### config.mk
export PLATFORM = sky130hd
export DESIGN_NAME = wiegand26_dual_transmitter_unit_flat
export DESIGN_NICKNAME = d
export VERILOG_FILES = /design/src/rtl/wdt_pkg.sv /design/src/rtl/wdt_req_if.sv /design/src/rtl/wdt_rsp_if.sv /design/src/rtl/wdt_cell.sv /design/src/rtl/wdt_channel.sv /design/src/rtl/wiegand26_dual_transmitter_unit.sv /design/src/flat_wrapper.sv
export VERILOG_INCLUDE_DIRS = /design/src /design/src/rtl
export SDC_FILE = /design/constraint.sdc
export NUM_CORES = 1
export LEC_CHECK = 0
export BUFFER_PORTS_ARGS = -buffer_cell sky130_fd_sc_hd__buf_2
export CORE_ASPECT_RATIO = 1.5
export CORE_UTILIZATION = 40
export CTS_CLUSTER_DIAMETER = 150
export CTS_CLUSTER_SIZE = 12
export DETAILED_ROUTE_END_ITERATION = 10
export PLACE_DENSITY = 0.6
export SLEW_MARGIN = 15
export SYNTH_ARGS = -nofsm -noshare
export SYNTH_HDL_FRONTEND = slang
export SYNTH_SLANG_ARGS = --single-unit
### constraint.sdc
create_clock -name clock -period 2.7 [get_ports clock]
set_clock_uncertainty 0.1 [all_clocks]
set_input_delay 0.405 -clock clock [delete_from_list [all_inputs] [get_ports clock]]
set_output_delay 0.405 -clock clock [all_outputs]
set_load 0.01 [all_outputs]
### src/rtl/wiegand26_dual_transmitter_unit_assert.svh
// Assertion macros for the RTL; only wdt_channel.sv includes them.
`ifndef WIEGAND26_DUAL_TRANSMITTER_UNIT_ASSERT_SVH
`define WIEGAND26_DUAL_TRANSMITTER_UNIT_ASSERT_SVH

`ifndef SYNTHESIS
`define WDT_ASSERT_SAME(label, clk, rst, cond, prop) \
   label: assert property (@(posedge clk) disable iff (rst) (cond) |-> (prop)) \
      else $error("wdt assertion failed");
`define WDT_ASSERT_NEXT(label, clk, rst, cond, prop) \
   label: assert property (@(posedge clk) disable iff (rst) (cond) |=> (prop)) \
      else $error("wdt assertion failed");
`else
`define WDT_ASSERT_SAME(label, clk, rst, cond, prop)
`define WDT_ASSERT_NEXT(label, clk, rst, cond, prop)
`endif

`endif

### src/rtl/wdt_pkg.sv
`default_nettype none

package wdt_pkg;

   localparam int FRAME_BITS = 26;
   localparam int LEFT_W     = 5;
   localparam int FC_W       = 8;
   localparam int CARD_W     = 16;
   localparam int PARITY_SPAN = 12;
   localparam int CSR_ADDR_W = 3;
   localparam int CSR_DATA_W = 32;

   localparam logic [CSR_ADDR_W-1:0] CSR_FACILITY_ADDR = 3'd0;
   localparam logic [LEFT_W-1:0]     FRAME_COUNT = LEFT_W'(FRAME_BITS);

   typedef enum logic [1:0] {
      REQ_LOAD    = 2'd0,
      REQ_TICK    = 2'd1,
      REQ_RELEASE = 2'd2,
      REQ_UNUSED  = 2'd3
   } req_kind_type;

   typedef struct packed {
      logic load;
      logic tick;
      logic drop;
   } wdt_ctrl_type;

   typedef struct packed {
      logic d0;
      logic d1;
      logic busy;
      logic started;
   } wdt_status_type;

   function automatic logic [FRAME_BITS-1:0] build_frame(
      input logic [FC_W-1:0]   fc,
      input logic [CARD_W-1:0] card
   );
      logic hi;
      logic lo;
      hi = ^{fc, card[CARD_W-1:PARITY_SPAN]};
      lo = ~(^card[PARITY_SPAN-1:0]);
      return {hi, fc, card, lo};
   endfunction

endpackage

`default_nettype wire

### src/rtl/wdt_req_if.sv
`default_nettype none

interface wdt_req_if;
   logic        valid;
   logic        ready;
   logic [1:0]  req_type;
   logic        channel;
   logic [15:0] card_number;

   modport source (output valid, req_type, channel, card_number, input ready);
   modport sink (input valid, req_type, channel, card_number, output ready);
endinterface

`default_nettype wire

### src/rtl/wdt_rsp_if.sv
`default_nettype none

interface wdt_rsp_if;
   logic valid;
   logic ready;
   logic panel_d0_level;
   logic panel_d1_level;
   logic reader_d0_level;
   logic reader_d1_level;
   logic pulse_started;
   logic panel_busy;
   logic reader_busy;

   modport source (output valid, panel_d0_level, panel_d1_level, reader_d0_level,
      reader_d1_level, pulse_started, panel_busy, reader_busy, input ready);
   modport sink (input valid, panel_d0_level, panel_d1_level, reader_d0_level,
      reader_d1_level, pulse_started, panel_busy, reader_busy, output ready);
endinterface

`default_nettype wire

### src/rtl/wdt_cell.sv
`default_nettype none

module wdt_cell (
   input  wire logic clock,
   input  wire logic load,
   input  wire logic shift,
   input  wire logic load_bit,
   input  wire logic shift_in,
   output logic      bit_out
);
   logic bit_ff;
   logic bit_in;

   always_comb begin
      bit_in = bit_ff;
      if (load) begin
         bit_in = load_bit;
      end else if (shift) begin
         bit_in = shift_in;
      end
   end

   always_ff @(posedge clock) begin
      bit_ff <= bit_in;
   end

   assign bit_out = bit_ff;
endmodule

`default_nettype wire

### src/rtl/wdt_channel.sv
`default_nettype none

module wdt_channel (
   input  wire logic                              clock,
   input  wire logic                              reset,
   input  wire wdt_pkg::wdt_ctrl_type             ctrl,
   input  wire logic [wdt_pkg::FRAME_BITS-1:0]    frame,
   output wdt_pkg::wdt_status_type                status
);
   import wdt_pkg::*;

   `include "wiegand26_dual_transmitter_unit_assert.svh"

   logic [FRAME_BITS-1:0] bits;
   logic [FRAME_BITS-1:0] chain_in;
   logic [LEFT_W-1:0]     left_ff;
   logic [LEFT_W-1:0]     left_in;
   logic                  d0_ff;
   logic                  d0_in;
   logic                  d1_ff;
   logic                  d1_in;
   logic                  busy;
   logic                  fire;
   logic                  msb;

   assign chain_in = {bits[FRAME_BITS-2:0], 1'b0};

   for (genvar i = 0; i < FRAME_BITS; i++) begin : g_cell
      wdt_cell u_cell (
         .clock    (clock),
         .load     (ctrl.load),
         .shift    (fire),
         .load_bit (frame[i]),
         .shift_in (chain_in[i]),
         .bit_out  (bits[i])
      );
   end

   assign busy = (left_ff != '0);
   assign fire = ctrl.tick & busy;
   assign msb  = bits[FRAME_BITS-1];

   always_comb begin
      left_in = left_ff;
      d0_in   = d0_ff;
      d1_in   = d1_ff;
      if (ctrl.load) begin
         left_in = FRAME_COUNT;
      end else if (fire) begin
         left_in = left_ff - LEFT_W'(1);
      end
      if (ctrl.drop) begin
         d0_in = 1'b1;
         d1_in = 1'b1;
      end else if (fire) begin
         if (msb) begin
            d1_in = 1'b0;
         end else begin
            d0_in = 1'b0;
         end
      end
   end

   always_ff @(posedge clock) begin
      if (reset) begin
         left_ff <= '0;
         d0_ff   <= 1'b1;
         d1_ff   <= 1'b1;
      end else begin
         left_ff <= left_in;
         d0_ff   <= d0_in;
         d1_ff   <= d1_in;
      end
   end

   assign status.d0      = d0_in;
   assign status.d1      = d1_in;
   assign status.busy    = (left_in != '0);
   assign status.started = fire;

   `WDT_ASSERT_NEXT(a_load_count, clock, reset, ctrl.load, left_ff == FRAME_COUNT)
   `WDT_ASSERT_NEXT(a_one_pulls_d1, clock, reset, fire && msb, !d1_ff)
   `WDT_ASSERT_NEXT(a_drop_releases, clock, reset, ctrl.drop, d0_ff && d1_ff)
endmodule

`default_nettype wire

### src/rtl/wiegand26_dual_transmitter_unit.sv
// Latency: a request word is accepted at one edge and its response word is
// registered at that same edge, visible in the following cycle.
// Throughput: one word per cycle if unstalled; both channels' cells shift in parallel.
// A stalled response holds in its register while the next request is taken if it frees.
// Reset: both channels idle, all four lines released high, facility code zero.
`default_nettype none

module wiegand26_dual_transmitter_unit (
   input  wire logic                              clock,
   input  wire logic                              reset,
   wdt_req_if.sink                                req_chan,
   wdt_rsp_if.source                              rsp_chan,
   input  wire logic                              psel,
   input  wire logic                              penable,
   input  wire logic                              pwrite,
   input  wire logic [wdt_pkg::CSR_ADDR_W-1:0]    paddr,
   input  wire logic [wdt_pkg::CSR_DATA_W-1:0]    pwdata,
   output logic      [wdt_pkg::CSR_DATA_W-1:0]    prdata,
   output logic                                   pready
);
   import wdt_pkg::*;

   logic [FC_W-1:0]       fc_ff;
   logic [FC_W-1:0]       fc_in;
   logic                  valid_ff;
   logic                  valid_in;
   wdt_status_type        panel_ff;
   wdt_status_type        reader_ff;
   wdt_status_type        panel_st;
   wdt_status_type        reader_st;
   wdt_ctrl_type          panel_ctrl;
   wdt_ctrl_type          reader_ctrl;
   logic [FRAME_BITS-1:0] frame;
   logic                  accept;
   logic                  is_load;
   logic                  is_tick;
   logic                  is_drop;

   assign pready = 1'b1;
   assign prdata = (paddr == CSR_FACILITY_ADDR) ? CSR_DATA_W'(fc_ff) : '0;
   assign fc_in  = (psel && penable && pwrite && paddr == CSR_FACILITY_ADDR)
                   ? pwdata[FC_W-1:0] : fc_ff;

   assign req_chan.ready = !valid_ff || rsp_chan.ready;
   assign accept         = req_chan.valid && req_chan.ready;

   assign is_load = accept && (req_chan.req_type == REQ_LOAD);
   assign is_tick = accept && (req_chan.req_type == REQ_TICK);
   assign is_drop = accept && (req_chan.req_type == REQ_RELEASE);

   assign frame = build_frame(fc_ff, req_chan.card_number);

   assign panel_ctrl  = '{load: is_load && req_chan.channel, tick: is_tick, drop: is_drop};
   assign reader_ctrl = '{load: is_load && !req_chan.channel, tick: is_tick, drop: is_drop};

   wdt_channel u_panel (
      .clock  (clock),
      .reset  (reset),
      .ctrl   (panel_ctrl),
      .frame  (frame),
      .status (panel_st)
   );

   wdt_channel u_reader (
      .clock  (clock),
      .reset  (reset),
      .ctrl   (reader_ctrl),
      .frame  (frame),
      .status (reader_st)
   );

   assign valid_in = accept || (valid_ff && !rsp_chan.ready);

   always_ff @(posedge clock) begin
      if (reset) begin
         valid_ff <= 1'b0;
         fc_ff    <= '0;
      end else begin
         valid_ff <= valid_in;
         fc_ff    <= fc_in;
      end
   end

   always_ff @(posedge clock) begin
      if (accept) begin
         panel_ff  <= panel_st;
         reader_ff <= reader_st;
      end
   end

   assign rsp_chan.valid           = valid_ff;
   assign rsp_chan.panel_d0_level  = panel_ff.d0;
   assign rsp_chan.panel_d1_level  = panel_ff.d1;
   assign rsp_chan.reader_d0_level = reader_ff.d0;
   assign rsp_chan.reader_d1_level = reader_ff.d1;
   assign rsp_chan.pulse_started   = panel_ff.started || reader_ff.started;
   assign rsp_chan.panel_busy      = panel_ff.busy;
   assign rsp_chan.reader_busy     = reader_ff.busy;
endmodule

`default_nettype wire
### src/flat_wrapper.sv
// flat-port wrapper written by rule: the top's interface ports become plain ports
module wiegand26_dual_transmitter_unit_flat import wdt_pkg::*;
  (clock, reset, psel, penable, pwrite, paddr, pwdata, prdata, pready, req_chan_valid, req_chan_req_type, req_chan_channel, req_chan_card_number, req_chan_ready, rsp_chan_valid, rsp_chan_panel_d0_level, rsp_chan_panel_d1_level, rsp_chan_reader_d0_level, rsp_chan_reader_d1_level, rsp_chan_pulse_started, rsp_chan_panel_busy, rsp_chan_reader_busy, rsp_chan_ready);
  wdt_req_if req_chan_i ();
  wdt_rsp_if rsp_chan_i ();
  input  wire logic clock;
  input  wire logic reset;
  input  wire logic psel;
  input  wire logic penable;
  input  wire logic pwrite;
  input  wire logic [wdt_pkg::CSR_ADDR_W-1:0] paddr;
  input  wire logic [wdt_pkg::CSR_DATA_W-1:0] pwdata;
  output logic      [wdt_pkg::CSR_DATA_W-1:0] prdata;
  output logic pready;
  input wire logic [$bits(req_chan_i.valid)-1:0] req_chan_valid;
  input wire logic [$bits(req_chan_i.req_type)-1:0] req_chan_req_type;
  input wire logic [$bits(req_chan_i.channel)-1:0] req_chan_channel;
  input wire logic [$bits(req_chan_i.card_number)-1:0] req_chan_card_number;
  output wire logic [$bits(req_chan_i.ready)-1:0] req_chan_ready;
  output wire logic [$bits(rsp_chan_i.valid)-1:0] rsp_chan_valid;
  output wire logic [$bits(rsp_chan_i.panel_d0_level)-1:0] rsp_chan_panel_d0_level;
  output wire logic [$bits(rsp_chan_i.panel_d1_level)-1:0] rsp_chan_panel_d1_level;
  output wire logic [$bits(rsp_chan_i.reader_d0_level)-1:0] rsp_chan_reader_d0_level;
  output wire logic [$bits(rsp_chan_i.reader_d1_level)-1:0] rsp_chan_reader_d1_level;
  output wire logic [$bits(rsp_chan_i.pulse_started)-1:0] rsp_chan_pulse_started;
  output wire logic [$bits(rsp_chan_i.panel_busy)-1:0] rsp_chan_panel_busy;
  output wire logic [$bits(rsp_chan_i.reader_busy)-1:0] rsp_chan_reader_busy;
  input wire logic [$bits(rsp_chan_i.ready)-1:0] rsp_chan_ready;
  assign req_chan_i.valid = req_chan_valid;
  assign req_chan_i.req_type = req_chan_req_type;
  assign req_chan_i.channel = req_chan_channel;
  assign req_chan_i.card_number = req_chan_card_number;
  assign req_chan_ready = req_chan_i.ready;
  assign rsp_chan_valid = rsp_chan_i.valid;
  assign rsp_chan_panel_d0_level = rsp_chan_i.panel_d0_level;
  assign rsp_chan_panel_d1_level = rsp_chan_i.panel_d1_level;
  assign rsp_chan_reader_d0_level = rsp_chan_i.reader_d0_level;
  assign rsp_chan_reader_d1_level = rsp_chan_i.reader_d1_level;
  assign rsp_chan_pulse_started = rsp_chan_i.pulse_started;
  assign rsp_chan_panel_busy = rsp_chan_i.panel_busy;
  assign rsp_chan_reader_busy = rsp_chan_i.reader_busy;
  assign rsp_chan_i.ready = rsp_chan_ready;
  wiegand26_dual_transmitter_unit u_core (.clock(clock), .reset(reset), .req_chan(req_chan_i), .rsp_chan(rsp_chan_i), .psel(psel), .penable(penable), .pwrite(pwrite), .paddr(paddr), .pwdata(pwdata), .prdata(prdata), .pready(pready));
endmodule
==> results of run 1 <==
==> synthesized netlist by cell type, types with 3 or more instances <==
cell	instances	area (sq um)
mux2_2	48	541
nand2_1	12	45.0
nand4_1	3	18.8
nand3_1	3	15.0
and2_1	11	68.8
dfxtp_1	23	460
nor2b_1	6	37.5
inv_1	14	52.6
edfxtp_1	60	1800
a31oi_1	4	25.0
or2_2	3	18.8
mux2i_1	8	80.1
o21ai_0	10	50.1
xnor2_1	20	175
buf_4	29	218
buf_2	6	30.0
nor2_1	17	63.8
==> layout make-up <==
type | count | area, sq um
multi-input cells | 203 | 1590
fillers | 921 | 5120
well taps | 115 | 144
clock inverters | 3 | 41.3
clock buffers | 13 | 240
inverters | 14 | 52.6
flip-flops and latches | 83 | 2260
repair buffers | 63 | 353
==> worst paths after layout <==
check	slack [ps]	depth (start not counted)	end	startpoint
max reg2reg	550	6	u_core.rsp_chan.panel_busy$_DFFE_PP_	u_core.u_panel.left_ff[0]$_SDFF_PP0_
max	550	6	u_core.rsp_chan.panel_busy$_DFFE_PP_	u_core.u_panel.left_ff[0]$_SDFF_PP0_
min reg2reg	380	2	u_core.u_reader.d1_ff$_SDFF_PP1_	u_core.u_reader.d1_ff$_SDFF_PP1_
min	210	3	u_core.fc_ff[0]$_SDFFE_PP0P_	pwdata[0]
==> power groups by stage <==
stage / Combinational [mW] / Clock [mW] / Sequential [mW]
2_1_floorplan: 0.213 / 0 / 1.45
3_3_place_gp: 0.270 / 0 / 1.45
3_5_place_dp: 0.273 / 0 / 1.45
4_1_cts: 0.274 / 1.21 / 1.42
5_1_grt: 0.296 / 1.27 / 1.43
6_report: 0.271 / 1.17 / 1.42
==> metrics by stage <==
step / instance area [sq um] / utilization, % / cells
3_5_place_dp: 4400 / 44.9 / 478
3_3_place_gp: 4400 / 44.9 / 478
4_1_cts: 4680 / 47.8 / 494
5_1_grt: 4680 / 47.8 / 494
6_report: 4680 / 47.8 / 494
2_1_floorplan: 4160 / - / 337
==> state kept, by name, indices dropped and copies added (netlist names) <==
register,flops
u_core.fc_ff,8
u_core.u_reader.left_ff,5
u_core.u_reader.d0_ff,1
u_core.panel_ff,1
u_core.u_panel.d0_ff,1
u_core.reader_ff,1
u_core.rsp_chan.valid,1
u_core.u_panel.g_cell.u_cell.bit_out,26
u_core.rsp_chan.reader_busy,1
u_core.u_panel.left_ff,5
u_core.u_reader.d1_ff,1
u_core.rsp_chan.panel_busy,1
u_core.rsp_chan.reader_d0_level,1
u_core.rsp_chan.panel_d1_level,1
u_core.rsp_chan.reader_d1_level,1
u_core.rsp_chan.panel_d0_level,1
u_core.u_panel.d1_ff,1
u_core.u_reader.g_cell.u_cell.bit_out,26
==> cells by family (layout without fill, tap and decap cells) <==
family | Yosys count | count (layout) | synth area share [%]
flip-flops | 83 | 83 | 55.5
AO/OA/AOI/OAI | 30 | 30 | 6.20
buffers and inverters | 51 | 93 | 7.56
other | 2 | 25 | 0.184
AND/OR/NAND/NOR | 66 | 66 | 8.72
adder cells (fa/ha/maj) | 2 | 2 | 0.614
XOR/XNOR | 22 | 22 | 5.41
multiplexers | 58 | 58 | 15.8
==> critical path, delay by kind of cell (launching register included) <==
family / cells / cell delay, ps
XOR/XNOR: 1 / 210
AND/OR/NAND/NOR: 1 / 430
buffers and inverters: 1 / 100
flip-flops: 1 / 300
adder cells (fa/ha/maj): 1 / 210
AO/OA/AOI/OAI: 2 / 520
==> metal layers <==
layer	GRT usage (%)	part of all wire, %	up-vias
met5	0	0	-
met4	7.18	2.4	0
met3	4.16	3.5	13
met2	24.0	51	56
met1	17.0	43	1163
li1	-	-	1199
==> results.py, run 1 <==
metrics = {
    "outcome": {
        "status": "finished with violations",
        "violations": "design-rule violations",
    },
    "setup_path": {
        "cp_slowest_stage_delay_ps": 430,
        "crit_path_end_kind": "flop",
        "crit_arrival_ps": 2110,
        "cp_max_fo": 9,
        "crit_slowest_cell": "or3b_4",
        "critPathKind": "flop to flop",
        "startpoint_type": "flop",
        "required_ps": 2660,
        "path_cells": "inv_1 > ha_1 > or3b_4 > o2111ai_4 > xnor2_1 > o2111ai_1",
    },
    "clocking": {
        "cts_htree_levels": 3,
        "hold_buffers": 0,
        "clk_transition_reported_paths_ps": 60,
        "clk_root_buffer_cell": "clkbuf_16",
        "cts.sinks": 83,
        "cts_buffers": 9,
        "clock_path_buffers": 2,
        "cts_resized": 0,
        "cts_tree": "done",
        "post_cts_buffers": 0,
        "clock_latency_ps": 330,
    },
    "yosys": {
        "synth_edf_count": 60,
        "netlist_area_sq_um": 4070,
        "synth_seq_cells": 83,
        "ys_warn_count": 0,
        "synthArstFlopShare_pct": 0,
        "synthCells": 314,
        "synth_area_per_cell_sq_um": 13.0,
        "yosysSeqAreaShare_pct": 55.5,
        "ys.flop_type": "edfxtp_1",
        "yosysUniqueCellTypes": 37,
    },
    "power": {
        "ir_worst_vdd_uv": 373,
        "p_comb_share_pct": 9.4,
        "p_sw_share_pct": 21.5,
        "power_mw": 2.87,
        "p_int_mw": 2.25,
        "p_switching_mw": 0.615,
        "power_frac_clock_pct": 40.9,
        "sequentialPowerShare_pct": 49.6,
        "powerDensity_nw_per_um2": 612,
        "p_leak_nw": 1.78,
    },
    "sta": {
        "rsz0062_at_grt": "false",
        "finalHoldViolCount": 0,
        "setup_viol": 0,
        "fin_ws_ps": 553,
        "fin_crit_ps": 2150,
        "whs_ps": 211,
        "setup_tns_ps": 0,
        "post-route-period-util_pct": 79.5,
        "max_freq_ghz": 0.466,
        "drv_slew": 0,
    },
    "drt": {
        "routedWlPerCell_um": 14.2,
        "wirelength_um": 7040,
        "dr_total_vias": 2431,
        "dr.pass1.iters": 9,
        "drc": 9,
        "viasPerCell": 4.92,
        "ant_nets": 0,
        "drtIter0Drc": 98,
    },
    "floorplan": {
        "initial_core_util_pct": 41.6,
        "die_y_um": 126,
        "ios": 103,
        "rows": 44,
        "dieArea_sq_um": 10600,
        "die_w_um": 84.4,
        "design.core.area_sq_um": 9800,
    },
    "global_routing": {
        "grtUsageTotal_pct": 14.4,
        "grt-ovfl-total": 0,
        "grt_pass1_vias": 2349,
        "grt_max_degree": 33,
        "antenna_found_initial": 0,
        "grt_first_pass_wirelength_um": 11600,
    },
    "layout": {
        "drive_above_1_share_pct": 34.6,
        "diodes": 0,
        "final_nets": 437,
        "mostFrequentLayoutCell": "edfxtp_1",
        "layout_common_cells": "edfxtp_1 (60), buf_2 (53), mux2_2 (48), conb_1 (25), dfxtp_1 (23)",
        "area_growth_pct": 15.0,
    },
    "placed_design": {
        "gp_congestion": 0.727,
        "hpwl_um": 4910,
        "portBuffers": 53,
        "dp_slack_ps": 566,
    },
    "run": {
        "cap_violations": 0,
    },
    "min_path": {
        "hold_class": "input port to flop",
    },
}
Power figures use the tool's default switching activity.
==> inputs of run 2 (changes only) <==
--- a/config.mk
+++ b/config.mk
@@ -12,7 +12,7 @@
 export CTS_CLUSTER_DIAMETER = 150
 export CTS_CLUSTER_SIZE = 12
 export DETAILED_ROUTE_END_ITERATION = 10
-export PLACE_DENSITY = 0.6
+export PLACE_DENSITY = 0.62
 export SLEW_MARGIN = 15
 export SYNTH_ARGS = -nofsm -noshare
 export SYNTH_HDL_FRONTEND = slang
==> constraint.sdc (replaced) <==
create_clock -name clock -period 1.8 [get_ports clock]
set_clock_uncertainty 0.1 [all_clocks]
set_input_delay 0.27 -clock clock [delete_from_list [all_inputs] [get_ports clock]]
set_output_delay 0.27 -clock clock [all_outputs]
set_load 0.01 [all_outputs]
==> results.py, run 2 (synthesis results as in run 1) <==
metrics = {
    "drt": {
        "drc": 9,
        "dr_total_vias": 2623,
        "dr.pass1.iters": 9,
        "viasPerCell": 4.96,
        "ant_nets": 0,
        "routedWlPerCell_um": 15.5,
        "drtIter0Drc": 130,
        "wirelength_um": 8180,
    },
    "placed_design": {
        "hpwl_um": 5330,
        "dp_slack_ps": -118,
        "gp_congestion": 0.803,
        "portBuffers": 53,
        "placed_area_sq_um": 4720,
    },
    "setup_path": {
        "startpoint_type": "flop",
        "crit_slowest_cell": "or3b_4",
        "crit_arrival_ps": 1940,
        "crit_path_end_kind": "flop",
        "cp_max_fo": 8,
        "critPathTopFamily": "simple AND/OR/NAND/NOR gates",
        "required_ps": 1800,
        "crit_buf_inv": 3,
        "cp_slowest_stage_delay_ps": 390,
        "path_cells": "inv_2 > ha_4 > or3b_4 > o2111ai_4 > buf_6 > nand2_8 > clkbuf_16",
        "critPathKind": "flop to flop",
    },
    "clocking": {
        "cts.sinks": 83,
        "cts_htree_levels": 3,
        "hold_buffers": 0,
        "cts_buffers": 9,
        "clock_latency_ps": 340,
        "cts_tree": "done",
        "clk_transition_reported_paths_ps": 60,
        "clk_root_buffer_cell": "clkbuf_16",
        "clock_path_buffers": 2,
    },
    "min_path": {
        "hold_class": "input port to flop",
    },
    "layout": {
        "mostFrequentLayoutCell": "edfxtp_1",
        "area_growth_pct": 28.9,
        "final_nets": 472,
        "finalInstanceArea_sq_um": 5250,
        "layout_common_cells": "edfxtp_1 (60), buf_2 (53), mux2_2 (36), buf_4 (31), conb_1 (25)",
        "drive_above_1_share_pct": 45.9,
        "fillers": 850,
        "fin_util_pct": 53.6,
        "diodes": 0,
    },
    "global_routing": {
        "antenna_found_initial": 0,
        "grt_pass1_vias": 2557,
        "grt-ovfl-total": 0,
        "grt_first_pass_wirelength_um": 12400,
        "met1_usage_pct": 16.9,
        "grtUsageTotal_pct": 15.3,
        "met3_usage_pct": 3.23,
        "met2_usage_pct": 27.9,
        "top_usage_layer": "met2",
        "grt_max_degree": 33,
    },
    "sta": {
        "drv_slew": 0,
        "fin_ws_ps": -136,
        "finalHoldViolCount": 0,
        "fin_crit_ps": 1940,
        "max_freq_ghz": 0.517,
        "rsz0062_at_grt": "true",
        "post-route-period-util_pct": 108,
        "setup_viol": 60,
    },
    "run": {
        "cap_violations": 0,
    },
    "floorplan": {
        "die_w_um": 84.4,
        "ios": 103,
        "design.core.area_sq_um": 9800,
        "die_y_um": 126,
        "rows": 44,
        "dieArea_sq_um": 10600,
        "initial_core_util_pct": 41.6,
    },
    "power": {
        "powerDensity_nw_per_um2": 855,
        "p_leak_nw": 2.11,
        "ir_worst_vdd_uv": 813,
    },
    "outcome": {
        "violations": "design-rule violations, negative setup slack",
        "status": "finished with violations",
    },
}
## run 2: cell count changes in the layout (fill, tap and decap cells not counted), sizes merged
cell and delta:
buf +31, clkbuf +2, clkinv +1, clkinvlp +1
## run 2: final cells by class
type | instances | area (sq um) | share of cell area, %
flip-flops and latches | 83 | 2270 | 43.2
multi-input cells | 203 | 1740 | 33.0
repair buffers | 98 | 754 | 14.4
clock buffers | 11 | 243 | 4.62
well taps | 115 | 144 | 2.74
inverters | 14 | 55.1 | 1.05
clock inverters | 5 | 53.8 | 1.02
## run 2: final timing paths
path	from	to	slack [ps]	cells after the start
worst min register to register	u_core.u_reader.d1_ff$_SDFF_PP1_	u_core.u_reader.d1_ff$_SDFF_PP1_	350	2
worst min-delay path	pwdata[1]	u_core.fc_ff[1]$_SDFFE_PP0P_	70	3
worst max register to register	u_core.u_reader.left_ff[1]$_SDFF_PP0_	u_core.u_reader.g_cell[7].u_cell.bit_out$_DFFE_PP_	-140	7
worst max-delay path	u_core.u_reader.left_ff[1]$_SDFF_PP0_	u_core.u_reader.g_cell[7].u_cell.bit_out$_DFFE_PP_	-140	7
## run 2: report_power, final
part | total, mW | switching (mW) | leakage, nW | internal (mW)
clock | 1.83 | 0.724 | 0.139 | 1.11
combinational | 0.528 | 0.253 | 1.24 | 0.275
sequential | 2.13 | 0.0199 | 0.732 | 2.11
total | 4.49 | 0.997 | 2.11 | 3.50
## run 2: layer usage
layer	up-vias	wire length [um]
met3	14	275
met4	0	230
li1	1270	-
met2	49	4330
met5	-	0
met1	1290	3340
## run 2: stage by stage
step | hold slack (ps) | cells | total power [mW] | TNS (ps)
after floorplan | 303 | 337 | 2.51 | -4130
after global placement | 364 | 504 | 2.64 | -1540
after detailed placement | 375 | 504 | 2.65 | -2770
after CTS | 68.4 | 521 | 4.49 | -1670
after global routing | 78.7 | 529 | 4.65 | -8630
final | 73.8 | 529 | 4.49 | -3940
## run 2: what timing repair did
action,CTS,global route
gates cloned,0,4
endpoints found under the hold margin,0,0
pin swaps,9,4
gates resized for setup,4,27
endpoints found under the setup margin,64,100
buffers inserted,1,6
## run 2: tightest hold or removal path, delay by kind of cell
kind	cells	cell delay (ps)
mux	1	60
buf+inv	1	80
simple gates	1	70
